<file path="config.mk">
export PLATFORM = sky130hd
export DESIGN_NAME = sac_ctrl
export DESIGN_NICKNAME = d
export VERILOG_FILES = /design/src/rtl/sac_pkg.sv /design/src/rtl/sac_ctrl.sv
export SDC_FILE = /design/constraint.sdc
export NUM_CORES = 1
export LEC_CHECK = 0
export BUFFER_PORTS_ARGS = -buffer_cell sky130_fd_sc_hd__buf_2
export CAP_MARGIN = 20
export CORE_AREA = 8 8 45 47
export CTS_CLUSTER_SIZE = 24
export DETAILED_ROUTE_END_ITERATION = 8
export DIE_AREA = 0 0 53 55
export PLACE_DENSITY_LB_ADDON = 0.3
export SYNTH_ARGS = -nofsm -noshare
export SYNTH_HDL_FRONTEND = slang
export SYNTH_SLANG_ARGS = --single-unit
</file>
<file path="constraint.sdc">
create_clock -name clk -period 1.7 [get_ports clk]
set_clock_uncertainty 0.15 [all_clocks]
set_input_delay 0.085 -clock clk [delete_from_list [all_inputs] [get_ports clk]]
set_output_delay 0.085 -clock clk [all_outputs]
set_load 0.02 [all_outputs]
</file>
<file path="src/rtl/sac_pkg.sv">
// Shared types and constants for the set-associative cache tag block.
// Used by sac_ctrl, sac_datapath and set_assoc_cache_lru_tags; no dependencies.
`default_nettype none

package sac_pkg;

  localparam int CFG_W     = 4;
  localparam int CFG_IDX_W = 1;
  localparam int BLK_W     = 32;
  localparam int TAG_W     = 32;
  localparam int AGE_W     = 4;
  localparam int CNT_W     = 32;
  localparam int WCNT_W    = 5;
  localparam int BITS_W    = 5;
  localparam int WAY_OUT_W = 3;
  localparam int SET_OUT_W = 10;
  localparam int OUT_DATA_W = 80;
  localparam int OUT_USED_W = WAY_OUT_W + SET_OUT_W + 2 * CNT_W;

  localparam logic [CFG_IDX_W-1:0] REG_SET_BITS = 1'b0;
  localparam logic [CFG_IDX_W-1:0] REG_WAYS     = 1'b1;

  localparam logic [CFG_W-1:0] SET_BITS_RESET = 4'd6;
  localparam logic [CFG_W-1:0] WAYS_RESET     = 4'd4;

  localparam logic [AGE_W-1:0] AGE_MAX = 4'd15;
  localparam logic [AGE_W-1:0] AGE_MRU = 4'd1;

  typedef struct packed {
    logic             valid;
    logic [AGE_W-1:0] age;
    logic [TAG_W-1:0] tag;
  } line_t;

  typedef struct packed {
    logic clear;
    logic accept;
    logic commit;
  } ctrl_cmd_t;

  typedef struct packed {
    logic clear_last;
    logic out_free;
  } dp_status_t;

  function automatic logic [AGE_W-1:0] age_inc(input logic [AGE_W-1:0] a);
    age_inc = (a < AGE_MAX) ? a + AGE_MRU : AGE_MAX;
  endfunction

endpackage

`default_nettype wire

</file>
<file path="src/rtl/sac_ctrl.sv">
// Sequencing controller for the cache tag block: clearing sweep, lookup, write-back.
// Depends on sac_pkg; drives sac_datapath through command and status structs.
`default_nettype none

module sac_ctrl
  import sac_pkg::*;
(
  input  wire logic       clk,
  input  wire logic       rst,
  input  wire logic       s_axis_tvalid,
  output logic            s_axis_tready,
  input  wire dp_status_t status,
  output ctrl_cmd_t       cmd
);

  typedef enum logic [1:0] {
    ST_CLEAR,
    ST_IDLE,
    ST_LOOKUP
  } state_t;

  state_t state;

  assign s_axis_tready = (state == ST_IDLE);
  assign cmd.clear     = (state == ST_CLEAR);
  assign cmd.accept    = (state == ST_IDLE) && s_axis_tvalid;
  assign cmd.commit    = (state == ST_LOOKUP) && status.out_free;

  always_ff @(posedge clk) begin
    if (rst) begin
      state <= ST_CLEAR;
    end else begin
      unique case (state)
        ST_CLEAR: begin
          if (status.clear_last) begin
            state <= ST_IDLE;
          end
        end
        ST_IDLE: begin
          if (s_axis_tvalid) begin
            state <= ST_LOOKUP;
          end
        end
        ST_LOOKUP: begin
          if (status.out_free) begin
            state <= ST_IDLE;
          end
        end
        default: begin
          state <= ST_CLEAR;
        end
      endcase
    end
  end

endmodule

`default_nettype wire

</file>
==> run_results.csv, run 1 <==
group,metric,value,unit
synth,syn_inst,13,
clock_tree,cts_sinks,2,
place,dp_hpwl,303,um
synth,synth.distinct_cells,10,
timing,maxSlewViolCount,0,
cells_and_area,n_antenna_cell,0,
timing,max_freq,632,MHz
routing,avgRoutedWirePerCell,9.17,um
cells_and_area,final_cell_area,210,um2
synth,netlist_area,108,um2
global_routing,grt-ovfl-total,0,
timing,timing.final.ws_setup,0.117,ns
timing,tightest_slew,0.224,ns
timing,fin_crit,1.58,ns
cells_and_area,fin_nets,33,
run,max-cap-violations,0,
worst_setup_path,startpoint_type,"register",
timing,setup_tns,0,ns
place,gp_congestion,0.599,
clock_tree,cts.path.max_buffers,2,
clock_tree,cts_htree_levels,1,
clock_tree,path_clk_slew,0.03,ns
worst_setup_path,crit-reg2reg-launch,"state[1]$_SDFFE_PP0P_",
hold_path,hold_path.class,"in2reg",
floorplanning,die_w,53,um
power,p_leak,0.111,nW
clock_tree,clk_latency,0.22,ns
clock_tree,cts_hold_buf,2,
worst_setup_path,critPathMaxFanout,7,
worst_setup_path,crit_path_end_kind,"register",
cells_and_area,drive_gt1_share,42.3,%
worst_setup_path,r2r_cells,3,
power,irDropWorstVdd,0.000354,V
routing,drtAntennaViolNets,0,
synth,synth-seq-area-share,37.2,%
worst_setup_path,crit_arrival,1.59,ns
cells_and_area,area_growth_syn_to_layout,95.3,%
power,p_clk_share,51.6,%
cells_and_area,largest_reg_flops,2,
power,p_sw,0.0000521,W
worst_setup_path,worstSetupEndpoint,"state[0]$_SDFFE_PP0P_",
run_status,status,"finished clean",
global_routing,gr-usage-all-layers,3.06,%
global_routing,grt_pass1_vias,155,
cells_and_area,top_regs,"state: 2 flops",
floorplanning,chipHeight,55,um
power,total_power,0.000201,W
clock_tree,cts_setup_buffers,0,
clock_tree,cts_tree,"yes",
floorplanning,start_util,7.78,%
global_routing,grt_pass1_wl,593,um
timing,grt_setup_unrepaired,"false",
routing,dr.pass1.iters,1,
synth,synth_nets,18,
floorplanning,core-area,1380,um2
routing,drc_errors,0,
global_routing,antenna_found_initial,0,
timing,hold_viol_final,0,
power,p_sw_share,26.0,%
power,comb_power_share,20.4,%
routing,viasPerCell,3.21,
power,internal_power,0.000149,W
place,dp_slack,0.654,ns
worst_setup_path,ff2ff_setup_slack,0.12,ns
floorplanning,pin_count,9,
floorplanning,std_cell_rows,14,
global_routing,grt_max_degree,8,
routing,via_count,135,
place,placed_cell_area,168,um2
clock_tree,cts.repair.resized,0,
worst_setup_path,critPathKind,"reg2reg",
clock_tree,root_buffer,"clkbuf_4",
synth,ys_ff_latch,2,
timing,setup_violations,0,
floorplanning,die_area,2920,um2
clock_tree,cts_buffers,3,
routing,finalWirelength,385,um
place,io_buffers,8,
worst_setup_path,r2r-end,"state[0]$_SDFFE_PP0P_",
worst_setup_path,startpoint,"state[1]$_SDFFE_PP0P_",
synth,synth_area_per_cell,8.28,um2
cells_and_area,top_register,"state",
timing,slew_headroom,85.0,%
routing,drt_iter0_drc,0,
worst_setup_path,worstPathRequired,1.71,ns
power,pwr_density_cell,955,nW/um2
timing,finalCritPeriodShare,93.1,%
power,power_frac_seq,28.0,%
synth,ys_warn_count,0,
## cells in the mapped netlist
| library cell | count | area share, % |
|---|---|---|
| nor2_1 | 3 | 10 |
| dfxtp_1 | 2 | 37 |
| a311oi_1 | 1 | 8.1 |
| and3b_1 | 1 | 8.1 |
| inv_1 | 1 | 3.5 |
| nand2_1 | 1 | 3.5 |
| nand2b_1 | 1 | 5.8 |
| nor3b_1 | 1 | 7.0 |
| o21a_1 | 1 | 7.0 |
| o21ba_1 | 1 | 9.3 |
## worst max-delay path: stages (launching register included)
cell           delay [ns]
dfxtp_1              0.34
o21a_1               0.19
a311oi_1             0.25
dlygate4sd3_1        0.59
## metal layers
| metal | track usage [%] | wire length (um) | share of wire [%] | vias up |
|---|---|---|---|---|
| met2 | 2.15 | 115 | 30 | 9 |
| met1 | 4.24 | 235 | 61 | 54 |
| li1 | - | - | - | 72 |
| met4 | 3.88 | 0 | 0 | 0 |
| met3 | 2.14 | 33 | 8.6 | 0 |
| met5 | 0 | 0 | 0 | - |
## logic make-up after synthesis
kind of cell           after synthesis  synth area share (%)
buffers and inverters                1                  3.49
AND/OR/NAND/NOR                      7                  34.9
flip-flops                           2                  37.2
AO/OA/AOI/OAI                        3                  24.4
## cell usage in the layout (no fill, tap or decap)
cell	netlist	routed
nor2_1	3	3
and3b_1	1	1
nand2b_1	1	1
inv_1	1	1
buf_2	0	8
nand2_1	1	1
dfxtp_1	2	2
o21a_1	1	1
a311oi_1	1	1
dlygate4sd3_1	0	2
o21ba_1	1	1
nor3b_1	1	1
clkbuf_4	0	3
## power groups by stage
stage	Combinational [W]	Clock, W	Sequential [W]
3_5_place_dp	0.0000364	0	0.0000566
5_1_grt	0.0000453	0.000115	0.0000567
4_1_cts	0.0000414	0.000112	0.0000560
6_report	0.0000409	0.000104	0.0000562
3_3_place_gp	0.0000368	0	0.0000567
2_1_floorplan	0.0000218	0	0.0000554
## final cells by class
class | instances | area [um2]
Multi-Input combinational cell | 10 | 63.8
Fill cell | 154 | 1170
Timing Repair Buffer | 10 | 60.1
Clock buffer | 3 | 22.5
Inverter | 1 | 3.75
Tap cell | 16 | 20.0
Sequential cell | 2 | 40.0
## stage by stage
stage,utilization [%],std cells,hold slack [ns]
after floorplan,-,13,0.00714
after global placement,12.1,37,0.128
after detailed placement,12.1,37,0.128
after CTS,15.2,42,0.0510
after global routing,15.2,42,0.0550
final,15.2,42,0.0662
## how the worst min path moves through the flow
stage                    from                    end  cells after the start
global route        status[0]  state[1]$_SDFFE_PP0P_                      3
floorplan                 rst  state[0]$_SDFFE_PP0P_                      1
finish              status[0]  state[1]$_SDFFE_PP0P_                      3
detailed placement        rst  state[0]$_SDFFE_PP0P_                      2
CTS                 status[0]  state[1]$_SDFFE_PP0P_                      3
global placement          rst  state[0]$_SDFFE_PP0P_                      2
No activity file was read; power rests on OpenSTA's default activity.
==> run 2, diff against run 1 <==
- CELL_PAD_IN_SITES_DETAIL_PLACEMENT: default -> 0
- CELL_PAD_IN_SITES_GLOBAL_PLACEMENT: default -> 2
- clock period: 1.7 -> 1.8 ns (I/O delays scaled with it)
==> run 2 against run 1 <==
Sequential power fell by 5.9%; cell count is the same; register-to-register slack improved by 0.11 ns; non-clock buffer count unchanged; sequential share of layout area unchanged; flip-flop and latch count is the same; global-route usage rose by 0.54 points.
==> run_results.csv, run 2 (synthesized netlist as in run 1, its figures left out) <==
group,metric,value,unit
run_status,status,"finished clean",
timing,setup_tns,0,ns
routing,via_count,133,
cells_and_area,final_common_cell,"buf_2",
routing,finalWirelength,392,um
cells_and_area,area_growth_syn_to_layout,95.3,%
timing,grt_setup_unrepaired,"false",
power,p_sw_share,26.4,%
timing,maxSlewViolCount,0,
worst_setup_path,critPathMaxFanout,7,
cells_and_area,drive_gt1_share,42.3,%
global_routing,grt_pass1_wl,690,um
clock_tree,clk_latency,0.22,ns
cells_and_area,post-route-util,15.2,%
clock_tree,cts_htree_levels,1,
worst_setup_path,critPathKind,"reg2reg",
place,placed_cell_area,168,um2
clock_tree,cts_setup_buffers,0,
place,io_buffers,8,
timing,setup_violations,0,
power,p_leak,0.111,nW
timing,hold_viol_final,0,
cells_and_area,largest_reg_flops,2,
worst_setup_path,crit_arrival,1.59,ns
routing,drtAntennaViolNets,0,
floorplanning,std_cell_rows,14,
floorplanning,start_util,7.78,%
routing,drc_errors,0,
cells_and_area,n_antenna_cell,0,
power,total_power,0.000191,W
power,irDropWorstVdd,0.000104,V
clock_tree,cts.repair.resized,0,
cells_and_area,final_cell_area,210,um2
run,max-cap-violations,0,
power,power_frac_seq,27.7,%
routing,avgRoutedWirePerCell,9.33,um
clock_tree,cts.path.max_buffers,2,
floorplanning,chipHeight,55,um
global_routing,antenna_found_initial,0,
power,pwr_density_cell,907,nW/um2
timing,finalCritPeriodShare,87.5,%
timing,holdWs,0.0501,ns
floorplanning,core-area,1380,um2
cells_and_area,top_register,"state",
power,p_sw,0.0000503,W
timing,fin_crit,1.57,ns
hold_path,hold_path.class,"in2reg",
global_routing,gr-usage-all-layers,3.60,%
power,comb_power_share,20.1,%
worst_setup_path,crit_path_end_kind,"register",
clock_tree,cts_buffers,3,
routing,dr.pass1.iters,1,
cells_and_area,layout_common_cells,"buf_2 (8), nor2_1 (3), clkbuf_4 (3)",
floorplanning,die_area,2920,um2
routing,drt_iter0_drc,0,
clock_tree,cts_tree,"yes",
global_routing,grt_pass1_vias,169,
clock_tree,path_clk_slew,0.03,ns
clock_tree,root_buffer,"clkbuf_4",
routing,viasPerCell,3.17,
timing,tightest_slew,0.225,ns
power,internal_power,0.000140,W
place,gp_congestion,0.627,
floorplanning,die_w,53,um
worst_setup_path,startpoint_type,"register",
floorplanning,pin_count,9,
power,p_clk_share,52.2,%
cells_and_area,top_regs,"state: 2 flops",
timing,max_freq,635,MHz
global_routing,grt-ovfl-total,0,
cells_and_area,fin_nets,33,
global_routing,grt_max_degree,8,
clock_tree,cts_sinks,2,
worst_setup_path,worstPathRequired,1.81,ns
timing,slew_headroom,84.9,%
-- run 2: cell counts in the layout (fill, tap and decap cells not counted) --
Identical to the previous run, type by type.
-- run 2: critical path: stages (launching register included) --
cell and delay (ns):
dfxtp_1 0.34, o21a_1 0.19, a311oi_1 0.25, dlygate4sd3_1 0.58
-- run 2: final cells by class --
cell class              count  area, um2
inverters                   1       3.75
flip-flops and latches      2       40.0
fillers                   170       1170
multi-input cells          10       63.8
clock buffers               3       22.5
well taps                  16       20.0
repair buffers             10       60.1
-- run 2: path summary, 6_finish.rpt --
kind / endpoint / cells past startpoint / from / slack, ns
max: state[0]$_SDFFE_PP0P_ / 3 / state[1]$_SDFFE_PP0P_ / 0.23
min: state[1]$_SDFFE_PP0P_ / 3 / status[0] / 0.05
max reg2reg: state[0]$_SDFFE_PP0P_ / 3 / state[1]$_SDFFE_PP0P_ / 0.23
min reg2reg: state[1]$_SDFFE_PP0P_ / 2 / state[0]$_SDFFE_PP0P_ / 0.52
-- run 2: power by group through the flow --
stage	clock, W	combinational (W)	sequential (W)
5_1_grt	0.000104	0.0000432	0.0000538
2_1_floorplan	0	0.0000205	0.0000523
3_3_place_gp	0	0.0000345	0.0000538
4_1_cts	0.000106	0.0000388	0.0000528
3_5_place_dp	0	0.0000340	0.0000534
6_report	0.0000995	0.0000383	0.0000529
-- run 2: timing repair --
action	in CTS	in global routing
setup endpoints to repair	0	0
hold buffers	2	0
endpoints found under the hold margin	2	0
-- run 2: per-stage QoR --
step / worst slack (ns) / cells
global route: 0.0991 / 42
CTS: 0.256 / 42
detailed placement: 0.756 / 37
finish: 0.226 / 42
global placement: 0.752 / 37
floorplan: 0.707 / 13
-- run 2: layer usage --
metal	up-vias	track usage [%]	part of all wire [%]
met5	-	0	0
met4	0	5.17	0
met3	0	3.21	19
met2	8	4.10	36
met1	54	3.18	44
li1	71	-	-
==> run 3, diff against run 2 <==
- BUFFER_PORTS_ARGS: -buffer_cell sky130_fd_sc_hd__buf_2 -> default
- DONT_BUFFER_PORTS: default -> 1
==> run 3 against run 2 <==
Critical path depth did not move; register-to-register slack barely moved; critical endpoint unchanged; largest cell class unchanged; global-route usage fell by 0.27 points.
==> run_results.csv, run 3 (synthesized netlist as in run 1, its figures left out) <==
group,metric,value,unit
timing,max_freq,632,MHz
global_routing,grt-ovfl-total,0,
global_routing,grt_max_degree,8,
cells_and_area,n_antenna_cell,0,
hold_path,whs_endpoint,"state[1]$_SDFFE_PP0P_",
timing,slew_headroom,72.5,%
worst_setup_path,critPathKind,"reg2reg",
timing,setup_tns,0,ns
global_routing,gr-usage-all-layers,3.33,%
routing,drc_errors,0,
timing,tightest_slew,0.411,ns
timing,finalCritPeriodShare,87.9,%
worst_setup_path,slowest_delay,0.57,ns
power,p_sw_share,27.1,%
clock_tree,cts_tree,"yes",
power,irDropWorstVdd,0.000181,V
routing,viasPerCell,3.71,
routing,finalWirelength,431,um
worst_setup_path,crit_path_end_kind,"register",
cells_and_area,fin_nets,26,
routing,drtAntennaViolNets,0,
worst_setup_path,startpoint,"state[1]$_SDFFE_PP0P_",
run,max-cap-violations,0,
floorplanning,pin_count,9,
power,power_frac_seq,29.0,%
routing,avgRoutedWirePerCell,12.3,um
global_routing,grt_pass1_vias,131,
timing,setup_violations,0,
clock_tree,root_buffer,"clkbuf_4",
hold_path,hold_path.class,"in2reg",
clock_tree,cts_hold_buf,3,
floorplanning,std_cell_rows,14,
place,dp_slack,0.632,ns
timing,holdWs,0.193,ns
cells_and_area,top_regs,"state: 2 flops",
place,io_buffers,0,
floorplanning,die_area,2920,um2
clock_tree,cts_sinks,2,
power,p_clk_share,55.1,%
place,gp_congestion,0.626,
timing,hold_viol_final,0,
global_routing,grt_pass1_wl,600,um
clock_tree,cts.path.max_buffers,2,
clock_tree,cts_setup_buffers,0,
cells_and_area,area_growth_syn_to_layout,67.4,%
worst_setup_path,worstPathRequired,1.82,ns
power,comb_power_share,15.9,%
worst_setup_path,crit-reg2reg-launch,"state[1]$_SDFFE_PP0P_",
timing,fin_crit,1.58,ns
cells_and_area,largest_reg_flops,2,
floorplanning,chipHeight,55,um
worst_setup_path,r2r-end,"state[0]$_SDFFE_PP0P_",
clock_tree,cts_htree_levels,1,
power,p_leak,0.0803,nW
worst_setup_path,ff2ff_setup_slack,0.22,ns
timing,timing.final.ws_setup,0.219,ns
clock_tree,cts_buffers,3,
run_status,status,"finished clean",
routing,drt_iter0_drc,1,
worst_setup_path,r2r_cells,3,
hold_path,holdCritStartpoint,"s_axis_tvalid",
worst_setup_path,critPathMaxFanout,7,
cells_and_area,drive_gt1_share,15.8,%
worst_setup_path,slowest_stage,"dlygate4sd3_1",
clock_tree,clk_latency,0.23,ns
worst_setup_path,startpoint_type,"register",
power,pwr_density_cell,1020,nW/um2
floorplanning,die_w,53,um
routing,dr.pass1.iters,3,
routing,via_count,130,
power,internal_power,0.000134,W
cells_and_area,stdcell_count,35,
place,placed_cells,29,
floorplanning,start_util,7.78,%
worst_setup_path,crit_arrival,1.60,ns
global_routing,antenna_found_initial,0,
power,p_sw,0.0000498,W
cells_and_area,top_register,"state",
worst_setup_path,critical_path.cell_chain,"nand2_1 -> a311oi_1 -> dlygate4sd3_1",
hold_path,min_path_cells,2,
cells_and_area,layout_common_cells,"nor2_1 (3), clkbuf_4 (3), dlygate4sd3_1 (3)",
floorplanning,core-area,1380,um2
clock_tree,cts.repair.resized,0,
clock_tree,path_clk_slew,0.03,ns
timing,grt_setup_unrepaired,"false",
timing,maxSlewViolCount,0,
run 3: cell count changes in the layout (fill, tap and decap cells not counted):
cell           before  now
dlygate4sd3_1       2    3
buf_2               8    0
run 3: power groups by stage:
| stage | Clock (W) | Sequential, W | Combinational [W] |
|---|---|---|---|
| floorplan | 0 | 0.0000523 | 0.0000205 |
| global placement | 0 | 0.0000538 | 0.0000230 |
| detailed placement | 0 | 0.0000537 | 0.0000229 |
| CTS | 0.000105 | 0.0000532 | 0.0000298 |
| global route | 0.000107 | 0.0000540 | 0.0000318 |
| finish | 0.000101 | 0.0000534 | 0.0000292 |
run 3: metal layers:
metal  global-route usage, %  vias to the layer above  share of wire, %
met1                    2.12                       61                35
met2                    3.52                       11                34
met4                    1.29                        0                 0
met3                    6.95                        0                31
li1                        -                       58                 -
met5                       0                        -                 0
run 3: layout make-up:
cell class / count / area (um2)
clock buffers: 3 / 22.5
fillers: 157 / 1200
inverters: 1 / 3.75
multi-input cells: 10 / 63.8
flip-flops and latches: 2 / 40.0
well taps: 16 / 20.0
repair buffers: 3 / 30.0
run 3: worst max-delay path by stage:
stage	to	cells past startpoint
final	state[0]$_SDFFE_PP0P_	3
after global placement	state[1]$_SDFFE_PP0P_	2
after CTS	state[0]$_SDFFE_PP0P_	3
after floorplan	state[1]$_SDFFE_PP0P_	2
after detailed placement	state[1]$_SDFFE_PP0P_	2
after global routing	state[0]$_SDFFE_PP0P_	3
run 3: metrics by stage:
stage          total power, W  area, um2  util, %
2_1_floorplan       0.0000729        108        -
3_3_place_gp        0.0000768        128     9.22
5_1_grt              0.000193        180     13.0
3_5_place_dp        0.0000767        128     9.22
6_report             0.000184        180     13.0
4_1_cts              0.000188        180     13.0
run 3: worst max-delay path, delay by kind of cell (launching register included):
| kind | cells | cell delay [ns] |
|---|---|---|
| buffers and inverters | 1 | 0.57 |
| flip-flops | 1 | 0.42 |
| AO/OA/AOI/OAI | 1 | 0.26 |
| AND/OR/NAND/NOR | 1 | 0.12 |
